--- config.mk ---
export PLATFORM = sky130hd
export DESIGN_NAME = typed_frame_receiver_top
export DESIGN_NICKNAME = d
export VERILOG_FILES = /design/src/sv/tfr_pkg.sv /design/src/sv/tfr_parser.sv /design/src/sv/typed_frame_receiver_top.sv
export SDC_FILE = /design/constraint.sdc
export NUM_CORES = 1
export LEC_CHECK = 0
export BUFFER_PORTS_ARGS = -buffer_cell sky130_fd_sc_hd__buf_2
export CORE_MARGIN = 2
export CORE_UTILIZATION = 30
export CTS_CLUSTER_DIAMETER = 100
export DETAILED_ROUTE_END_ITERATION = 12
export GPL_ROUTABILITY_DRIVEN = 0
export SETUP_SLACK_MARGIN = 0.2
export SYNTH_ARGS = -nofsm -noshare
export SYNTH_HDL_FRONTEND = slang
export SYNTH_SLANG_ARGS = --single-unit
--- constraint.sdc ---
create_clock -name i_clk -period 7.5 [get_ports i_clk]
set_input_delay 0.75 -clock i_clk [delete_from_list [all_inputs] [get_ports i_clk]]
set_output_delay 0.75 -clock i_clk [all_outputs]
set_load 0.01 [all_outputs]
--- src/sv/tfr_pkg.sv ---
// Shared types and constants for the typed frame receiver.
package tfr_pkg;

    // Sync pair that opens every frame
    localparam logic [7:0] SYNC_FIRST  = 8'h06;
    localparam logic [7:0] SYNC_SECOND = 8'h85;

    // Result kinds
    localparam logic [2:0] KIND_DATA     = 3'd0;
    localparam logic [2:0] KIND_GOOD     = 3'd1;
    localparam logic [2:0] KIND_BAD_CSUM = 3'd2;
    localparam logic [2:0] KIND_BAD_LEN  = 3'd3;
    localparam logic [2:0] KIND_BAD_TYPE = 3'd4;

    // Configuration register indexes
    localparam logic [2:0] CFG_TYPE_COUNT = 3'd0;
    localparam logic [2:0] CFG_SIZE_BASE  = 3'd1;

    // Parser phase, one-hot
    typedef enum logic [5:0] {
        PH_HUNT1   = 6'b000001,
        PH_HUNT2   = 6'b000010,
        PH_TYPE    = 6'b000100,
        PH_LEN     = 6'b001000,
        PH_PAYLOAD = 6'b010000,
        PH_CHECK   = 6'b100000
    } t_phase;

    // One registered result request
    typedef struct packed {
        logic       valid;
        logic [2:0] kind;
        logic [1:0] msg_type;
        logic [7:0] data_byte;
        logic [7:0] byte_index;
        logic       frame_end;
    } t_result;

endpackage

--- src/sv/tfr_parser.sv ---
// Frame parser state machine with its result register.
module tfr_parser import tfr_pkg::*; #(
    parameter int MAX_TYPES = 4
) (
    input  logic                       i_clk,
    input  logic                       i_rst_n,
    input  logic                       i_valid,
    output logic                       o_stall,
    input  logic [7:0]                 i_rx_byte,
    input  logic [2:0]                 i_limit,
    input  logic [MAX_TYPES-1:0][7:0]  i_sizes,
    output t_result                    o_result,
    input  logic                       i_stall
);

    t_phase     r_phase, n_phase;
    logic [1:0] r_frame_type, n_frame_type;
    logic [7:0] r_frame_length, n_frame_length;
    logic [7:0] r_payload_count, n_payload_count;
    logic [7:0] r_checksum, n_checksum;
    t_result    r_result, n_result;
    logic       accept;
    logic [7:0] type_size;
    logic [7:0] count_inc;

    // Result register frees up when empty or being drained this cycle
    assign o_stall  = r_result.valid & i_stall;
    assign accept   = i_valid & ~o_stall;
    assign o_result = r_result;

    // Configured size of the current frame type
    always_comb begin
        type_size = 8'd0;
        for (int i = 0; i < MAX_TYPES; i++) begin
            if (r_frame_type == 2'(i)) begin
                type_size = i_sizes[i];
            end
        end
    end

    assign count_inc = r_payload_count + 8'd1;

    // Next state and result for one received byte
    always_comb begin
        n_phase         = r_phase;
        n_frame_type    = r_frame_type;
        n_frame_length  = r_frame_length;
        n_payload_count = r_payload_count;
        n_checksum      = r_checksum;
        n_result        = '0;
        case (r_phase)
            PH_HUNT2: begin
                n_phase = (i_rx_byte == SYNC_SECOND) ? PH_TYPE : PH_HUNT1;
            end
            PH_TYPE: begin
                if (i_rx_byte >= {5'd0, i_limit}) begin
                    n_phase            = PH_HUNT1;
                    n_frame_type       = 2'd0;
                    n_frame_length     = 8'd0;
                    n_payload_count    = 8'd0;
                    n_checksum         = 8'd0;
                    n_result.valid     = 1'b1;
                    n_result.kind      = KIND_BAD_TYPE;
                    n_result.frame_end = 1'b1;
                end else begin
                    n_frame_type = i_rx_byte[1:0];
                    n_phase      = PH_LEN;
                end
            end
            PH_LEN: begin
                if (i_rx_byte == 8'd0 || i_rx_byte != type_size) begin
                    n_phase            = PH_HUNT1;
                    n_frame_type       = 2'd0;
                    n_frame_length     = 8'd0;
                    n_payload_count    = 8'd0;
                    n_checksum         = 8'd0;
                    n_result.valid     = 1'b1;
                    n_result.kind      = KIND_BAD_LEN;
                    n_result.msg_type  = r_frame_type;
                    n_result.frame_end = 1'b1;
                end else begin
                    n_frame_length  = i_rx_byte;
                    n_checksum      = i_rx_byte;
                    n_payload_count = 8'd0;
                    n_phase         = PH_PAYLOAD;
                end
            end
            PH_PAYLOAD: begin
                n_result.valid      = 1'b1;
                n_result.kind       = KIND_DATA;
                n_result.msg_type   = r_frame_type;
                n_result.data_byte  = i_rx_byte;
                n_result.byte_index = r_payload_count;
                n_checksum          = r_checksum ^ i_rx_byte;
                n_payload_count     = count_inc;
                if (count_inc >= r_frame_length) begin
                    n_phase = PH_CHECK;
                end
            end
            PH_CHECK: begin
                n_result.valid     = 1'b1;
                n_result.kind      = (i_rx_byte == r_checksum) ? KIND_GOOD : KIND_BAD_CSUM;
                n_result.msg_type  = r_frame_type;
                n_result.frame_end = 1'b1;
                n_phase            = PH_HUNT1;
                n_frame_type       = 2'd0;
                n_frame_length     = 8'd0;
                n_payload_count    = 8'd0;
                n_checksum         = 8'd0;
            end
            default: begin
                // hunting for the first sync byte; stray codes land here too
                n_phase = (i_rx_byte == SYNC_FIRST) ? PH_HUNT2 : PH_HUNT1;
            end
        endcase
    end

    // Parser state
    always_ff @(posedge i_clk) begin
        if (!i_rst_n) begin
            r_phase         <= PH_HUNT1;
            r_frame_type    <= 2'd0;
            r_frame_length  <= 8'd0;
            r_payload_count <= 8'd0;
            r_checksum      <= 8'd0;
        end else if (accept) begin
            r_phase         <= n_phase;
            r_frame_type    <= n_frame_type;
            r_frame_length  <= n_frame_length;
            r_payload_count <= n_payload_count;
            r_checksum      <= n_checksum;
        end
    end

    // Result register; only the valid bit is reset
    always_ff @(posedge i_clk) begin
        if (!i_rst_n) begin
            r_result.valid <= 1'b0;
        end else if (accept) begin
            r_result.valid <= n_result.valid;
        end else if (!i_stall) begin
            r_result.valid <= 1'b0;
        end
        if (accept) begin
            r_result.kind       <= n_result.kind;
            r_result.msg_type   <= n_result.msg_type;
            r_result.data_byte  <= n_result.data_byte;
            r_result.byte_index <= n_result.byte_index;
            r_result.frame_end  <= n_result.frame_end;
        end
    end

endmodule

--- src/sv/typed_frame_receiver_top.sv ---
// Typed frame receiver: config registers and the frame parser.
//
// Input channel: one received serial byte per request (i_valid, o_stall,
// i_rx_byte). Output channel: at most one result per byte (o_valid,
// i_stall, o_kind, o_msg_type, o_data_byte, o_byte_index, o_frame_end).
// Sync bytes, the type byte and a good length byte give no result;
// payload bytes, checksum bytes and rejected type or length bytes do.
// A result shows on the outputs in the cycle after its byte is taken.
// Throughput: one byte per cycle while o_stall is low, set by the single parser state update;
// a new byte is taken while the previous result is being taken.
// When the receiver stalls with a result pending, o_stall rises and the
// result holds until taken. Reset (synchronous, active low) returns the
// parser to sync hunting, empties the result register and clears all
// configuration, so every type is unknown until type_count and the sizes
// are written. Configuration writes (i_cfg_we) take effect at once and
// are meant to happen only while no frame is in flight.
module typed_frame_receiver_top import tfr_pkg::*; #(
    parameter int MAX_TYPES = 4
) (
    input  logic       i_clk,
    input  logic       i_rst_n,
    input  logic       i_valid,
    output logic       o_stall,
    input  logic [7:0] i_rx_byte,
    output logic       o_valid,
    input  logic       i_stall,
    output logic [2:0] o_kind,
    output logic [1:0] o_msg_type,
    output logic [7:0] o_data_byte,
    output logic [7:0] o_byte_index,
    output logic       o_frame_end,
    input  logic       i_cfg_we,
    input  logic [2:0] i_cfg_index,
    input  logic [7:0] i_cfg_data
);

    logic [2:0]                r_type_count;
    logic [MAX_TYPES-1:0][7:0] r_sizes;
    logic [2:0]                limit;
    t_result                   result;

    // Configuration writes
    always_ff @(posedge i_clk) begin
        if (!i_rst_n) begin
            r_type_count <= 3'd0;
            r_sizes      <= '0;
        end else if (i_cfg_we) begin
            if (i_cfg_index == CFG_TYPE_COUNT) begin
                r_type_count <= i_cfg_data[2:0];
            end
            for (int i = 0; i < MAX_TYPES; i++) begin
                if (i_cfg_index == CFG_SIZE_BASE + 3'(i)) begin
                    r_sizes[i] <= i_cfg_data;
                end
            end
        end
    end

    // Registered types beyond the supported count are ignored
    assign limit = (r_type_count > 3'(MAX_TYPES)) ? 3'(MAX_TYPES) : r_type_count;

    tfr_parser #(
        .MAX_TYPES (MAX_TYPES)
    ) u_parser (
        .i_clk     (i_clk),
        .i_rst_n   (i_rst_n),
        .i_valid   (i_valid),
        .o_stall   (o_stall),
        .i_rx_byte (i_rx_byte),
        .i_limit   (limit),
        .i_sizes   (r_sizes),
        .o_result  (result),
        .i_stall   (i_stall)
    );

    assign o_valid      = result.valid;
    assign o_kind       = result.kind;
    assign o_msg_type   = result.msg_type;
    assign o_data_byte  = result.data_byte;
    assign o_byte_index = result.byte_index;
    assign o_frame_end  = result.frame_end;

endmodule

==> PnR_summary.wiki <==
{| class="wikitable"
! Metric !! Value
|-
| Setup repair after global routing missed its margin || false
|-
| Worst hold path depth || 2
|-
| Setup slack, reg-to-reg || 4.54 ns
|-
| Antenna-violating nets left || 0
|-
| Multi-input logic area || 2430 um^2
|-
| Final wirelength || 11400 um
|-
| Post-synth EDFFs || 22
|-
| Terminating pin of the worst hold path || r_sizes[14]
|-
| Clock latency on the worst-skew pair || 0.34 ns
|-
| Synth cell types || 62
|-
| Most used flip-flop cell after synthesis || sky130_fd_sc_hd__dfxtp_1
|-
| Post-layout utilization of the core || 0.345
|-
| Startpoint of the most critical hold path || r_sizes[14]
|-
| CTS Buffer Depth || 2
|-
| Multiplexer share of the synthesized area || 0.0567
|-
| Synthesized Nets || 556
|-
| CTS tree || done
|-
| Post-synthesis xor/xnor area fraction || 0.0524
|-
| Diode count || 0
|-
| Simple logic cell fraction of the synthesized area || 0.206
|-
| Setup Skew || 0.00579 ns
|-
| Number of port buffers || 47
|-
| Most numerous cell types in the synthesized netlist || 81 x sky130_fd_sc_hd__nand2_1, 68 x sky130_fd_sc_hd__dfxtp_1, 36 x sky130_fd_sc_hd__nor2_1
|-
| PwrDens || 191 nW/um^2
|-
| Peak supply drop || 0.0914 mV
|-
| Worst reg2reg path depth || 6
|-
| Chip height || 129 um
|-
| Pin count of the biggest net entering global routing || 46
|-
| Area share of the leading cell type in the synthesized netlist || 0.291
|-
| Cell area after synthesis || 4680 um^2
|-
| Worst rel slew slack || 0.360
|-
| Worst Path Arrival || 3.20 ns
|-
| Static Leakage || 0.00185 uW
|-
| Min-delay worst type || reg -> reg
|-
| Share of the cycle needed by the critical path after routing || 0.395
|-
| Adder and majority gate portion of the synthesized area || 0.0321
|-
| Post-route DRC || 0
|-
| Share of the yosys chip area belonging to registers || 0.432
|-
| Layout cells sized above 1 || 0.149
|-
| End of the worst register-to-register path || u_parser.r_frame_length[0]
|-
| Number of global-route vias before repair || 3626
|-
| Leading cell types by total area after synthesis || sky130_fd_sc_hd__dfxtp_1 29%, sky130_fd_sc_hd__edfxtp_1 14%, sky130_fd_sc_hd__nand2_1 6.5%
|-
| Hold violation count in the final report || 0
|-
| Setup TNS || 0 ns
|-
| # nets final || 582
|-
| First-pass GRT wire length || 18600 um
|-
| Required time of the worst setup path || 7.74 ns
|-
| Number of sinks handled by clock tree synthesis || 90
|-
| Clock root cell || sky130_fd_sc_hd__clkbuf_16
|-
| Total I/O pin count || 48
|-
| HPWL after detailed placement || 7990 um
|-
| Setup Viol. Count Final || 0
|-
| Area of the core || 15200 um^2
|-
| Actual transition at the worst max-transition pin || 0.957 ns
|-
| Initial antenna violation count || 1
|-
| Number of instances in the synthesized netlist || 520
|-
| Fraction of the mapped netlist area in compound gates || 0.172
|-
| Die span in x || 129 um
|-
| Yosys warning total || 0
|-
| Maximum operating frequency || 338 MHz
|-
| Kind of start point of the critical path || flop
|-
| Post-synthesis async set-or-reset flop share || 0
|-
| Detailed-route via count || 3831
|-
| Row cnt || 45
|-
| Post-CTS setup buffer count || 0
|-
| Leading cell type by number of instances after synthesis || sky130_fd_sc_hd__nand2_1
|-
| Total grt overflow || 0
|-
| Average routed wire per standard cell || 15.5 um
|-
| Mean post-synth cell area || 8.99 um^2
|-
| Layout filler cell count || 1559
|-
| Clock buffer count from CTS || 9
|-
| Number of standard cells in the final layout excluding fillers || 739
|-
| Total track usage || 0.143
|-
| Endpoint kind of the worst setup timing path || flop
|-
| H-tree Lvls || 3
|-
| Main combinational cell family by area after synthesis || simple AND/OR/NAND/NOR gates
|-
| CTS resizes || 0
|-
| Via density per instance || 5.18
|-
| Minimum clock period || 2.96 ns
|-
| Reg area || 2020 um^2
|-
| Max FO, Critical Path || 17
|-
| Run status || finished, final reports clean
|-
| Number of violations reported at the end of detailed-routing iteration 0 || 217
|-
| Critical path start-end classification || reg -> reg
|-
| Layout Area Growth over Synthesis || 12.3%
|-
| Cts hold-fix bufs || 0
|-
| Initial cell density of the core || 0.308
|-
| FF+latch count, synth || 90
|-
| Area of the die || 16600 um^2
|-
| RR Startpoint || u_parser.r_frame_type[1]
|-
| Max-cap violations || 0
|-
| Clock slew seen by the registers of the worst setup and hold paths || 0.07 ns
|-
| Yosys top cell by area || sky130_fd_sc_hd__dfxtp_1
|-
| # placed instances || 723
|-
| Number of max-slew violations in the final report || 0
|-
| 1st-pass router iterations || 5
|}
## layout by cell type (no fill, tap or decap), types with 9 or more instances in the layout
master                      synthesis  final
sky130_fd_sc_hd__nor3_1            12     12
sky130_fd_sc_hd__nor2_1            36     36
sky130_fd_sc_hd__and3_1            10     10
sky130_fd_sc_hd__mux2i_1           22     22
sky130_fd_sc_hd__o21bai_1           9      9
sky130_fd_sc_hd__and2_1            17     17
sky130_fd_sc_hd__nand3_1           16     16
sky130_fd_sc_hd__xnor2_1           20     20
sky130_fd_sc_hd__o31ai_1           14     14
sky130_fd_sc_hd__inv_1             10     10
sky130_fd_sc_hd__ha_1              12     12
sky130_fd_sc_hd__a21oi_1           33     33
sky130_fd_sc_hd__o211ai_1          12     12
sky130_fd_sc_hd__clkbuf_16          0      9
sky130_fd_sc_hd__nand2_1           81     81
sky130_fd_sc_hd__o21ai_0           22     22
sky130_fd_sc_hd__dfxtp_1           68     68
sky130_fd_sc_hd__edfxtp_1          22     22
sky130_fd_sc_hd__buf_2              4     47
## state kept, by name, indices dropped and copies added (netlist names)
register / flops
u_parser.r_checksum: 8
u_parser.r_frame_type: 2
u_parser.r_frame_length: 8
u_parser.r_payload_count: 8
u_parser.r_phase: 6
u_parser.o_result: 23
r_sizes: 32
r_type_count: 3
## cell families (layout without fill, tap and decap cells)
| logic type | after synthesis | count (layout) |
|---|---|---|
| and+or+nand+nor | 201 | 201 |
| AOI/OAI and AO/OA | 120 | 120 |
| DFF | 90 | 90 |
| buffers and inverters | 45 | 76 |
| xor gates and xnor gates | 28 | 28 |
| muxes | 24 | 24 |
| adders and majority gates | 12 | 12 |
## metal layers
| metal | track usage | share of wire | vias up |
|---|---|---|---|
| met2 | 0.241 | 0.47 | 147 |
| met1 | 0.179 | 0.44 | 1779 |
| met3 | 0.0353 | 0.071 | 19 |
| met4 | 0.0467 | 0.016 | 2 |
| li1 | - | - | 1884 |
| met5 | 0 | 0.0011 | - |
## cell type report
| type | count | share of cell area |
|---|---|---|
| inverters | 12 | 0.00858 |
| multi-input cells | 385 | 0.462 |
| clock inverters | 7 | 0.0100 |
| well taps | 188 | 0.0448 |
| clock buffers | 9 | 0.0429 |
| flip-flops and latches | 90 | 0.385 |
| repair buffers | 48 | 0.0462 |
## critical path, cell delays in order, from the launching register on
cell and delay (ns):
sky130_fd_sc_hd__dfxtp_1 0.93, sky130_fd_sc_hd__mux4_2 0.66, sky130_fd_sc_hd__a211oi_2 0.21, sky130_fd_sc_hd__a21o_2 0.14, sky130_fd_sc_hd__o211ai_2 0.08, sky130_fd_sc_hd__or2_1 0.50, sky130_fd_sc_hd__o41ai_1 0.33
## metrics by stage
| stage | setup WS (ns) | hold WS, ns | power [uW] | cell area, um^2 |
|---|---|---|---|---|
| 6_report | 4.54 | 0.453 | 1000 | 5250 |
| 3_3_place_gp | 4.50 | 0.442 | 586 | 4970 |
| 3_5_place_dp | 4.41 | 0.446 | 588 | 4970 |
| 2_1_floorplan | 4.80 | 0.433 | 563 | 4680 |
| 5_1_grt | 4.40 | 0.471 | 1040 | 5250 |
| 4_1_cts | 4.53 | 0.456 | 1010 | 5250 |
## worst max path at each step
stage | slack, ns | start | cells after the start | end
after floorplan | 4.80 | i_stall | 8 | u_parser.r_checksum[5]
after global placement | 4.50 | i_rx_byte[0] | 9 | u_parser.r_frame_length[0]
after detailed placement | 4.41 | i_rx_byte[0] | 9 | u_parser.r_payload_count[2]
after CTS | 4.53 | u_parser.r_frame_type[1] | 6 | u_parser.r_frame_length[0]
after global routing | 4.40 | u_parser.r_payload_count[0] | 11 | u_parser.r_phase[0]
final | 4.54 | u_parser.r_frame_type[1] | 6 | u_parser.r_frame_length[0]
## power by group
group,switching [uW],internal [uW],total [uW]
Sequential,4.01,505,509
Clock,198,226,424
Combinational,45.6,22.4,68.0
Power figures use the tool's default switching activity.
